<file path="src/hw/rtl/necir_pkg.sv">
// Shared types and constants for the NEC IR frame decoder.
package necir_pkg;

  localparam int unsigned FRAME_BITS = 32;
  localparam int unsigned EDGE_W     = 32;
  localparam int unsigned CODE_W     = 32;
  localparam int unsigned CFG_W      = 20;
  localparam int unsigned CFG_IDX_W  = 3;
  localparam int unsigned CNT_W      = $clog2(FRAME_BITS);

  localparam logic [CFG_W-1:0] ZeroMinRst = CFG_W'(40500);
  localparam logic [CFG_W-1:0] ZeroMaxRst = CFG_W'(49500);
  localparam logic [CFG_W-1:0] OneMinRst  = CFG_W'(81000);
  localparam logic [CFG_W-1:0] OneMaxRst  = CFG_W'(99000);
  localparam logic [CFG_W-1:0] LeadMinRst = CFG_W'(520000);
  localparam logic [CFG_W-1:0] LeadMaxRst = CFG_W'(560000);

  localparam logic [CNT_W:0] FrameLast = (CNT_W+1)'(FRAME_BITS);

  typedef enum logic [CFG_IDX_W-1:0] {
    REG_ZERO_MIN = 3'd0,
    REG_ZERO_MAX = 3'd1,
    REG_ONE_MIN  = 3'd2,
    REG_ONE_MAX  = 3'd3,
    REG_LEAD_MIN = 3'd4,
    REG_LEAD_MAX = 3'd5
  } cfg_idx_e;

  typedef enum logic [1:0] {
    CLS_NONE = 2'd0,
    CLS_LEAD = 2'd1,
    CLS_ZERO = 2'd2,
    CLS_ONE  = 2'd3
  } pulse_cls_e;

  typedef struct packed {
    logic [CFG_W-1:0] zero_min;
    logic [CFG_W-1:0] zero_max;
    logic [CFG_W-1:0] one_min;
    logic [CFG_W-1:0] one_max;
    logic [CFG_W-1:0] lead_min;
    logic [CFG_W-1:0] lead_max;
  } cfg_t;

endpackage

</file>
<file path="src/hw/rtl/necir_cfg.sv">
// Timing window registers with a plain write port.
module necir_cfg (
  input  logic                             clk_i,
  input  logic                             rst_ni,
  input  logic                             cfg_we_i,
  input  logic [necir_pkg::CFG_IDX_W-1:0]  cfg_idx_i,
  input  logic [necir_pkg::CFG_W-1:0]      cfg_data_i,
  output necir_pkg::cfg_t                  cfg_o
);

  necir_pkg::cfg_t cfg_d, cfg_q;

  always_comb begin
    cfg_d = cfg_q;
    if (cfg_we_i) begin
      unique case (necir_pkg::cfg_idx_e'(cfg_idx_i))
        necir_pkg::REG_ZERO_MIN: cfg_d.zero_min = cfg_data_i;
        necir_pkg::REG_ZERO_MAX: cfg_d.zero_max = cfg_data_i;
        necir_pkg::REG_ONE_MIN:  cfg_d.one_min  = cfg_data_i;
        necir_pkg::REG_ONE_MAX:  cfg_d.one_max  = cfg_data_i;
        necir_pkg::REG_LEAD_MIN: cfg_d.lead_min = cfg_data_i;
        necir_pkg::REG_LEAD_MAX: cfg_d.lead_max = cfg_data_i;
        default: ;  // unused indexes drop the write
      endcase
    end
  end

  always_ff @(posedge clk_i or negedge rst_ni) begin
    if (!rst_ni) begin
      cfg_q.zero_min <= necir_pkg::ZeroMinRst;
      cfg_q.zero_max <= necir_pkg::ZeroMaxRst;
      cfg_q.one_min  <= necir_pkg::OneMinRst;
      cfg_q.one_max  <= necir_pkg::OneMaxRst;
      cfg_q.lead_min <= necir_pkg::LeadMinRst;
      cfg_q.lead_max <= necir_pkg::LeadMaxRst;
    end else begin
      cfg_q <= cfg_d;
    end
  end

  assign cfg_o = cfg_q;

endmodule

</file>
<file path="src/hw/rtl/necir_classify.sv">
// Pulse width classifier: preamble, zero, one or nothing.
module necir_classify (
  input  logic [necir_pkg::EDGE_W-1:0] width_i,
  input  necir_pkg::cfg_t              cfg_i,
  output necir_pkg::pulse_cls_e        cls_o
);

  logic [necir_pkg::EDGE_W-1:0] zmin, zmax, omin, omax, lmin, lmax;
  logic is_lead, is_zero, is_one;

  assign zmin = necir_pkg::EDGE_W'(cfg_i.zero_min);
  assign zmax = necir_pkg::EDGE_W'(cfg_i.zero_max);
  assign omin = necir_pkg::EDGE_W'(cfg_i.one_min);
  assign omax = necir_pkg::EDGE_W'(cfg_i.one_max);
  assign lmin = necir_pkg::EDGE_W'(cfg_i.lead_min);
  assign lmax = necir_pkg::EDGE_W'(cfg_i.lead_max);

  // preamble bounds are exclusive, bit windows inclusive
  assign is_lead = (width_i > lmin) && (width_i < lmax);
  assign is_zero = (width_i >= zmin) && (width_i <= zmax);
  assign is_one  = (width_i >= omin) && (width_i <= omax);

  always_comb begin
    if (is_lead) begin
      cls_o = necir_pkg::CLS_LEAD;
    end else if (is_zero) begin
      cls_o = necir_pkg::CLS_ZERO;
    end else if (is_one) begin
      cls_o = necir_pkg::CLS_ONE;
    end else begin
      cls_o = necir_pkg::CLS_NONE;
    end
  end

endmodule

</file>
<file path="src/hw/rtl/necir_core.sv">
// Edge input register, frame shift state and result register.
module necir_core (
  input  logic                          clk_i,
  input  logic                          rst_ni,
  input  necir_pkg::cfg_t               cfg_i,
  input  logic                          in_valid_i,
  output logic                          in_stall_o,
  input  logic [necir_pkg::EDGE_W-1:0]  edge_time_i,
  output logic                          out_valid_o,
  input  logic                          out_stall_i,
  output logic [necir_pkg::CODE_W-1:0]  code_o
);

  logic                              in_valid_q, in_valid_d;
  logic [necir_pkg::EDGE_W-1:0]      edge_q, edge_d;
  logic [necir_pkg::EDGE_W-1:0]      prev_edge_q, prev_edge_d;
  logic [necir_pkg::FRAME_BITS-1:0]  shift_bits_q, shift_bits_d;
  logic [necir_pkg::CNT_W-1:0]       bits_seen_q, bits_seen_d;
  logic                              out_valid_q, out_valid_d;
  logic [necir_pkg::CODE_W-1:0]      code_q, code_d;

  logic                              advance, in_take, emit;
  logic [necir_pkg::EDGE_W-1:0]      width;
  logic [necir_pkg::FRAME_BITS-1:0]  shifted;
  logic [necir_pkg::CNT_W:0]         count;
  necir_pkg::pulse_cls_e             cls;

  // staged item moves on when the result slot is free or draining
  assign advance    = in_valid_q && (!out_valid_q || !out_stall_i);
  assign in_stall_o = in_valid_q && !advance;
  assign in_take    = in_valid_i && !in_stall_o;

  assign width = edge_q - prev_edge_q;

  necir_classify u_classify (
    .width_i (width),
    .cfg_i   (cfg_i),
    .cls_o   (cls)
  );

  assign shifted = {shift_bits_q[necir_pkg::FRAME_BITS-2:0], (cls == necir_pkg::CLS_ONE)};
  assign count   = {1'b0, bits_seen_q} + (necir_pkg::CNT_W+1)'(1);
  assign emit    = advance && ((cls == necir_pkg::CLS_ZERO) || (cls == necir_pkg::CLS_ONE))
                   && (count == necir_pkg::FrameLast);

  always_comb begin
    in_valid_d   = in_take ? 1'b1 : (advance ? 1'b0 : in_valid_q);
    edge_d       = in_take ? edge_time_i : edge_q;
    prev_edge_d  = prev_edge_q;
    shift_bits_d = shift_bits_q;
    bits_seen_d  = bits_seen_q;
    out_valid_d  = out_valid_q && out_stall_i;
    code_d       = code_q;
    if (advance) begin
      prev_edge_d = edge_q;
      case (cls) inside
        necir_pkg::CLS_LEAD: begin
          shift_bits_d = '0;
          bits_seen_d  = '0;
        end
        necir_pkg::CLS_ZERO, necir_pkg::CLS_ONE: begin
          if (emit) begin
            shift_bits_d = '0;
            bits_seen_d  = '0;
            out_valid_d  = 1'b1;
            code_d       = necir_pkg::CODE_W'(shifted);
          end else begin
            shift_bits_d = shifted;
            bits_seen_d  = count[necir_pkg::CNT_W-1:0];
          end
        end
        default: ;  // width fits no window
      endcase
    end
  end

  always_ff @(posedge clk_i or negedge rst_ni) begin
    if (!rst_ni) begin
      in_valid_q   <= 1'b0;
      prev_edge_q  <= '0;
      shift_bits_q <= '0;
      bits_seen_q  <= '0;
      out_valid_q  <= 1'b0;
    end else begin
      in_valid_q   <= in_valid_d;
      prev_edge_q  <= prev_edge_d;
      shift_bits_q <= shift_bits_d;
      bits_seen_q  <= bits_seen_d;
      out_valid_q  <= out_valid_d;
    end
  end

  always_ff @(posedge clk_i) begin
    edge_q <= edge_d;
    code_q <= code_d;
  end

  assign out_valid_o = out_valid_q;
  assign code_o      = code_q;

`ifndef SYNTHESIS
  a_emit_clears: assert property (@(posedge clk_i) disable iff (!rst_ni)
    emit |=> (shift_bits_q == '0) && (bits_seen_q == '0) && out_valid_q)
    else $error("frame state not cleared after emit");

  a_prev_tracks: assert property (@(posedge clk_i) disable iff (!rst_ni)
    advance |=> (prev_edge_q == $past(edge_q)))
    else $error("previous edge not updated from staged item");

  a_hold_stage: assert property (@(posedge clk_i) disable iff (!rst_ni)
    (in_valid_q && out_valid_q && out_stall_i) |=> (in_valid_q && $stable(edge_q)))
    else $error("staged item lost while result stalled");

  a_hold_state: assert property (@(posedge clk_i) disable iff (!rst_ni)
    !advance |=> ($stable(shift_bits_q) && $stable(bits_seen_q) && $stable(prev_edge_q)))
    else $error("frame state changed without an item");
`endif

endmodule

</file>
<file path="src/hw/rtl/nec_ir_frame_decoder.sv">
// Top level of the NEC IR frame decoder.
// Feed the counter value captured at every falling IR edge. Each item is
// registered, then its pulse width (difference from the previous edge,
// modulo 2^32) is classified against the six window registers and folded
// into the frame state once the result slot is free or draining; one item
// is taken per cycle unless the input stage stalls. A finished code is
// registered as its last item is folded in; the result register holds the
// 32-bit code (first bit in the MSB) while the sink stalls, and only then
// does the input stage back up. The user must write windows through the
// config port while no item is in flight; the block does not enforce it.
module nec_ir_frame_decoder (
  input  logic                          clk_i,
  input  logic                          rst_ni,
  input  logic                          cfg_we_i,
  input  logic [necir_pkg::CFG_IDX_W-1:0] cfg_idx_i,
  input  logic [necir_pkg::CFG_W-1:0]   cfg_data_i,
  input  logic                          in_valid_i,
  output logic                          in_stall_o,
  input  logic [necir_pkg::EDGE_W-1:0]  edge_time_i,
  output logic                          out_valid_o,
  input  logic                          out_stall_i,
  output logic [necir_pkg::CODE_W-1:0]  code_o
);

  necir_pkg::cfg_t cfg;

  necir_cfg u_cfg (
    .clk_i      (clk_i),
    .rst_ni     (rst_ni),
    .cfg_we_i   (cfg_we_i),
    .cfg_idx_i  (cfg_idx_i),
    .cfg_data_i (cfg_data_i),
    .cfg_o      (cfg)
  );

  necir_core u_core (
    .clk_i       (clk_i),
    .rst_ni      (rst_ni),
    .cfg_i       (cfg),
    .in_valid_i  (in_valid_i),
    .in_stall_o  (in_stall_o),
    .edge_time_i (edge_time_i),
    .out_valid_o (out_valid_o),
    .out_stall_i (out_stall_i),
    .code_o      (code_o)
  );

endmodule
</file>
<file path="config.mk">
export PLATFORM = sky130hd
export DESIGN_NAME = nec_ir_frame_decoder
export DESIGN_NICKNAME = d
export VERILOG_FILES = /design/src/hw/rtl/necir_pkg.sv /design/src/hw/rtl/necir_cfg.sv /design/src/hw/rtl/necir_classify.sv /design/src/hw/rtl/necir_core.sv /design/src/hw/rtl/nec_ir_frame_decoder.sv
export SDC_FILE = /design/constraint.sdc
export NUM_CORES = 1
export LEC_CHECK = 0
export BUFFER_PORTS_ARGS = -buffer_cell sky130_fd_sc_hd__buf_2
export CAP_MARGIN = 10
export CORE_ASPECT_RATIO = 1.1
export CORE_MARGIN = 8
export CORE_UTILIZATION = 50
export CTS_CLUSTER_SIZE = 16
export DETAILED_ROUTE_END_ITERATION = 8
export PLACE_DENSITY = 0.76
export SLEW_MARGIN = 20
export SYNTH_ARGS = -nofsm -noshare
export SYNTH_HDL_FRONTEND = slang
export SYNTH_SLANG_ARGS = --single-unit
</file>
<file path="constraint.sdc">
create_clock -name clk_i -period 16.7 [get_ports clk_i]
set_input_delay 0.835 -clock clk_i [delete_from_list [all_inputs] [get_ports clk_i]]
set_output_delay 0.835 -clock clk_i [all_outputs]
set_load 0.02 [all_outputs]
</file>
==> results.json <==
{
  "synth_area_um2": 13900,
  "synth_cell_types": 68,
  "grt_max_degree": 109,
  "leakagePower_nw": 7.23,
  "wl_per_cell_um": 17.3,
  "final_util_pct": 56.8,
  "cts-hold-fix-buffers": 0,
  "antenna_found_initial": 2,
  "clkLatencyLatePin_ns": 0.54,
  "via_count": 10093,
  "drive_above_1_share_pct": 17.8,
  "seq_area_frac_synth_pct": 48.4,
  "drc_errors": 0,
  "critPathKind": "register to register",
  "routed_via_density": 5.51,
  "tritoncts": "yes",
  "core_um2": 27600,
  "synthTopCellsByCount": "nand2_1, inv_1, ha_1",
  "synthCells": 1356,
  "port_buffers": 93,
  "track_usage_pct": 18.9,
  "async_flop_share_pct": 74.8,
  "synth_area_per_cell_um2": 10.3,
  "slew_viol_final": 0,
  "clkTransAtPathRegs_ns": 0.06,
  "yosysTopAreaCellShare_pct": 25.7,
  "cp_data_required_time_ns": 17.13,
  "ys_warn_count": 0,
  "die-area_um2": 33500,
  "synth.largest_area_cell": "dfrtp_1",
  "ctsResizeCount": 0,
  "finalNetCount": 1661,
  "fin_ws_ns": 10.54,
  "first_iter_violations": 524,
  "whs_ns": 0.172,
  "synthFlopType": "dfrtp_1",
  "post-route-period-util_pct": 36.9,
  "synth.area.top_cells": "dfrtp_1, edfxtp_1, ha_1",
  "finalSetupViolCount": 0,
  "die_w_um": 175,
  "dpl.hpwl_mm": 23.1,
  "max_slew.worst_pin.slew_ns": 1.02,
  "first_pass_iters": 5,
  "maxSlewHeadroom_pct": 32.1,
  "clock_path_buffers": 3,
  "p_per_area_nw_per_um2": 132,
  "final-seq-area_um2": 6740,
  "post_cts.repair.setup_buffers": 0,
  "outcome": "finished clean",
  "rows": 64,
  "synthMostInstantiatedCell": "nand2_1",
  "fin_crit_ns": 6.16,
  "multi_input_area_um2": 6420,
  "synth_seq_cells": 254,
  "rsz0062_at_grt": "no",
  "syn2layout_area_growth_pct": 12.7,
  "hold_viol_final": 0,
  "setup.worst_path.start_class": "register",
  "detailedPlace.worstSlack_ns": 10.33,
  "endpoint_kind": "register",
  "grt_pass1_vias": 10141,
  "ctsHtreeMaxLevel": 1,
  "die_h_um": 191,
  "drtAntennaViolNets": 0,
  "path_max_fanout": 33,
  "fillers": 2375,
  "synth_edf_count": 64,
  "maxCapViolCount": 0,
  "hold_path_class": "primary input to asynchronous set/reset pin",
  "dp_cells": 1781,
  "fmax_ghz": 0.162,
  "peakVddDrop_mv": 0.0844,
  "gp_congestion": 0.911,
  "num_io_pins": 94,
  "overflow": 0,
  "fin_cells": 1833,
  "finalSetupTns_ns": 0,
  "cts-buffers-inserted": 27,
  "drt_wl_total_mm": 31.6,
  "initial_core_util_pct": 50.4,
  "grt_pass1_wl_mm": 51.8,
  "arrival_ns": 6.59,
  "clock_skew_ns": 0.0179,
  "numClockSinks": 254,
  "synth_nets": 1569,
  "clock_tree.root_cell": "clkbuf_16"
}
## cell families (layout without fill, tap and decap cells)
kind of cell / Yosys count / after routing / synth area share (%)
muxes: 48 / 48 / 3.88
AOI/OAI and AO/OA: 360 / 360 / 16.2
and+or+nand+nor: 318 / 318 / 10.5
buffers and inverters: 200 / 313 / 5.79
adders and majority gates: 153 / 153 / 13.8
xor gates and xnor gates: 23 / 23 / 1.45
DFF: 254 / 254 / 48.4
other: 0 / 1 / 0
## registers in the layout, summed over array words and instances, names as in the netlist
signal               cells
u_core.in_valid_q        1
u_core.edge_q           32
u_cfg.cfg_o            120
u_core.code_o           32
u_core.out_valid_o       1
u_core.bits_seen_q       5
u_core.shift_bits_q     31
u_core.prev_edge_q      32
## report_power, final
part	total [W]	internal, W	switching (W)
Combinational	0.000707	0.000273	0.000434
Sequential	0.000758	0.000730	0.0000282
Clock	0.000607	0.000358	0.000248
## worst max-delay path, stage by stage, from the launching register on
cell	delay [ns]
edfxtp_1	0.37
inv_1	0.07
ha_1	0.14
inv_1	0.05
fa_1	0.39
a21o_1	0.20
a221oi_2	0.38
o21ai_0	0.22
a21o_1	0.21
a21o_1	0.19
nand2_1	0.07
o21ai_0	0.12
xor2_1	0.65
ha_1	0.24
nand4_1	0.13
or4_1	0.47
a21oi_1	0.15
nor4_1	0.08
o32ai_1	0.51
nand2_1	0.26
o2111ai_4	0.76
mux2_2	0.41
## metal layers
layer  wire [um]  track usage (%)  vias up
met5           8                0        -
met1       13900             23.6     4812
li1            -                -     4986
met3        1270             2.63       71
met4        1260             8.19        2
met2       15200             32.6      222
## path summary, 6_finish.rpt
path / startpoint / to / slack [ns] / cells past startpoint
setup / recovery: u_core.edge_q[0]$_DFFE_PP_ / u_core.shift_bits_q[0]$_DFFE_PN0P_ / 10.54 / 21
hold / removal: rst_ni / u_core.prev_edge_q[2]$_DFFE_PN0P_ / 0.17 / 1
setup reg to reg: u_core.edge_q[0]$_DFFE_PP_ / u_core.shift_bits_q[0]$_DFFE_PN0P_ / 10.54 / 21
hold reg to reg: u_core.shift_bits_q[30]$_DFFE_PN0P_ / u_core.code_o[31]$_DFFE_PP_ / 0.47 / 0
max in group asynchronous: rst_ni / u_core.shift_bits_q[16]$_DFFE_PN0P_ / 15.11 / 3
min in group clk_i: edge_time_i[17] / u_core.edge_q[17]$_DFFE_PP_ / 0.47 / 1
## through the flow
stage                     cell area, um^2  power (W)
after floorplan                     13900    0.00126
final                               15700    0.00207
after global placement              14800    0.00144
after detailed placement            14800    0.00147
after CTS                           15700    0.00208
after global routing                15700    0.00221
## layout by cell type, fill, tap and decap left out, types with 8 or more instances in the layout
cell type and count:
ha_1 152, o21ai_0 142, a22o_1 31, dfrtp_1 143, buf_4 9, nand4_1 26, nand3_1 16, inv_1 158
nor4_1 10, a31oi_1 8, a21o_1 23, mux2_2 48, edfxtp_1 64, nor3_1 11, nor2_1 44, xor2_1 8
buf_2 92, a211oi_1 8, nand2b_1 8, a21oi_1 80, dfstp_2 47, clkbuf_16 27, xnor2_1 15, nand2_1 170
o21a_1 13
## cell type report
class | instances | area share, %
diodes | 1 | 0.0159
clock buffers | 34 | 4.66
clock inverters | 16 | 1.12
inverters | 159 | 3.80
multi-input cells | 902 | 40.9
flip-flops and latches | 254 | 42.9
well taps | 363 | 2.89
repair buffers | 104 | 3.68
Note: power is estimated with default switching activity, not from simulation.
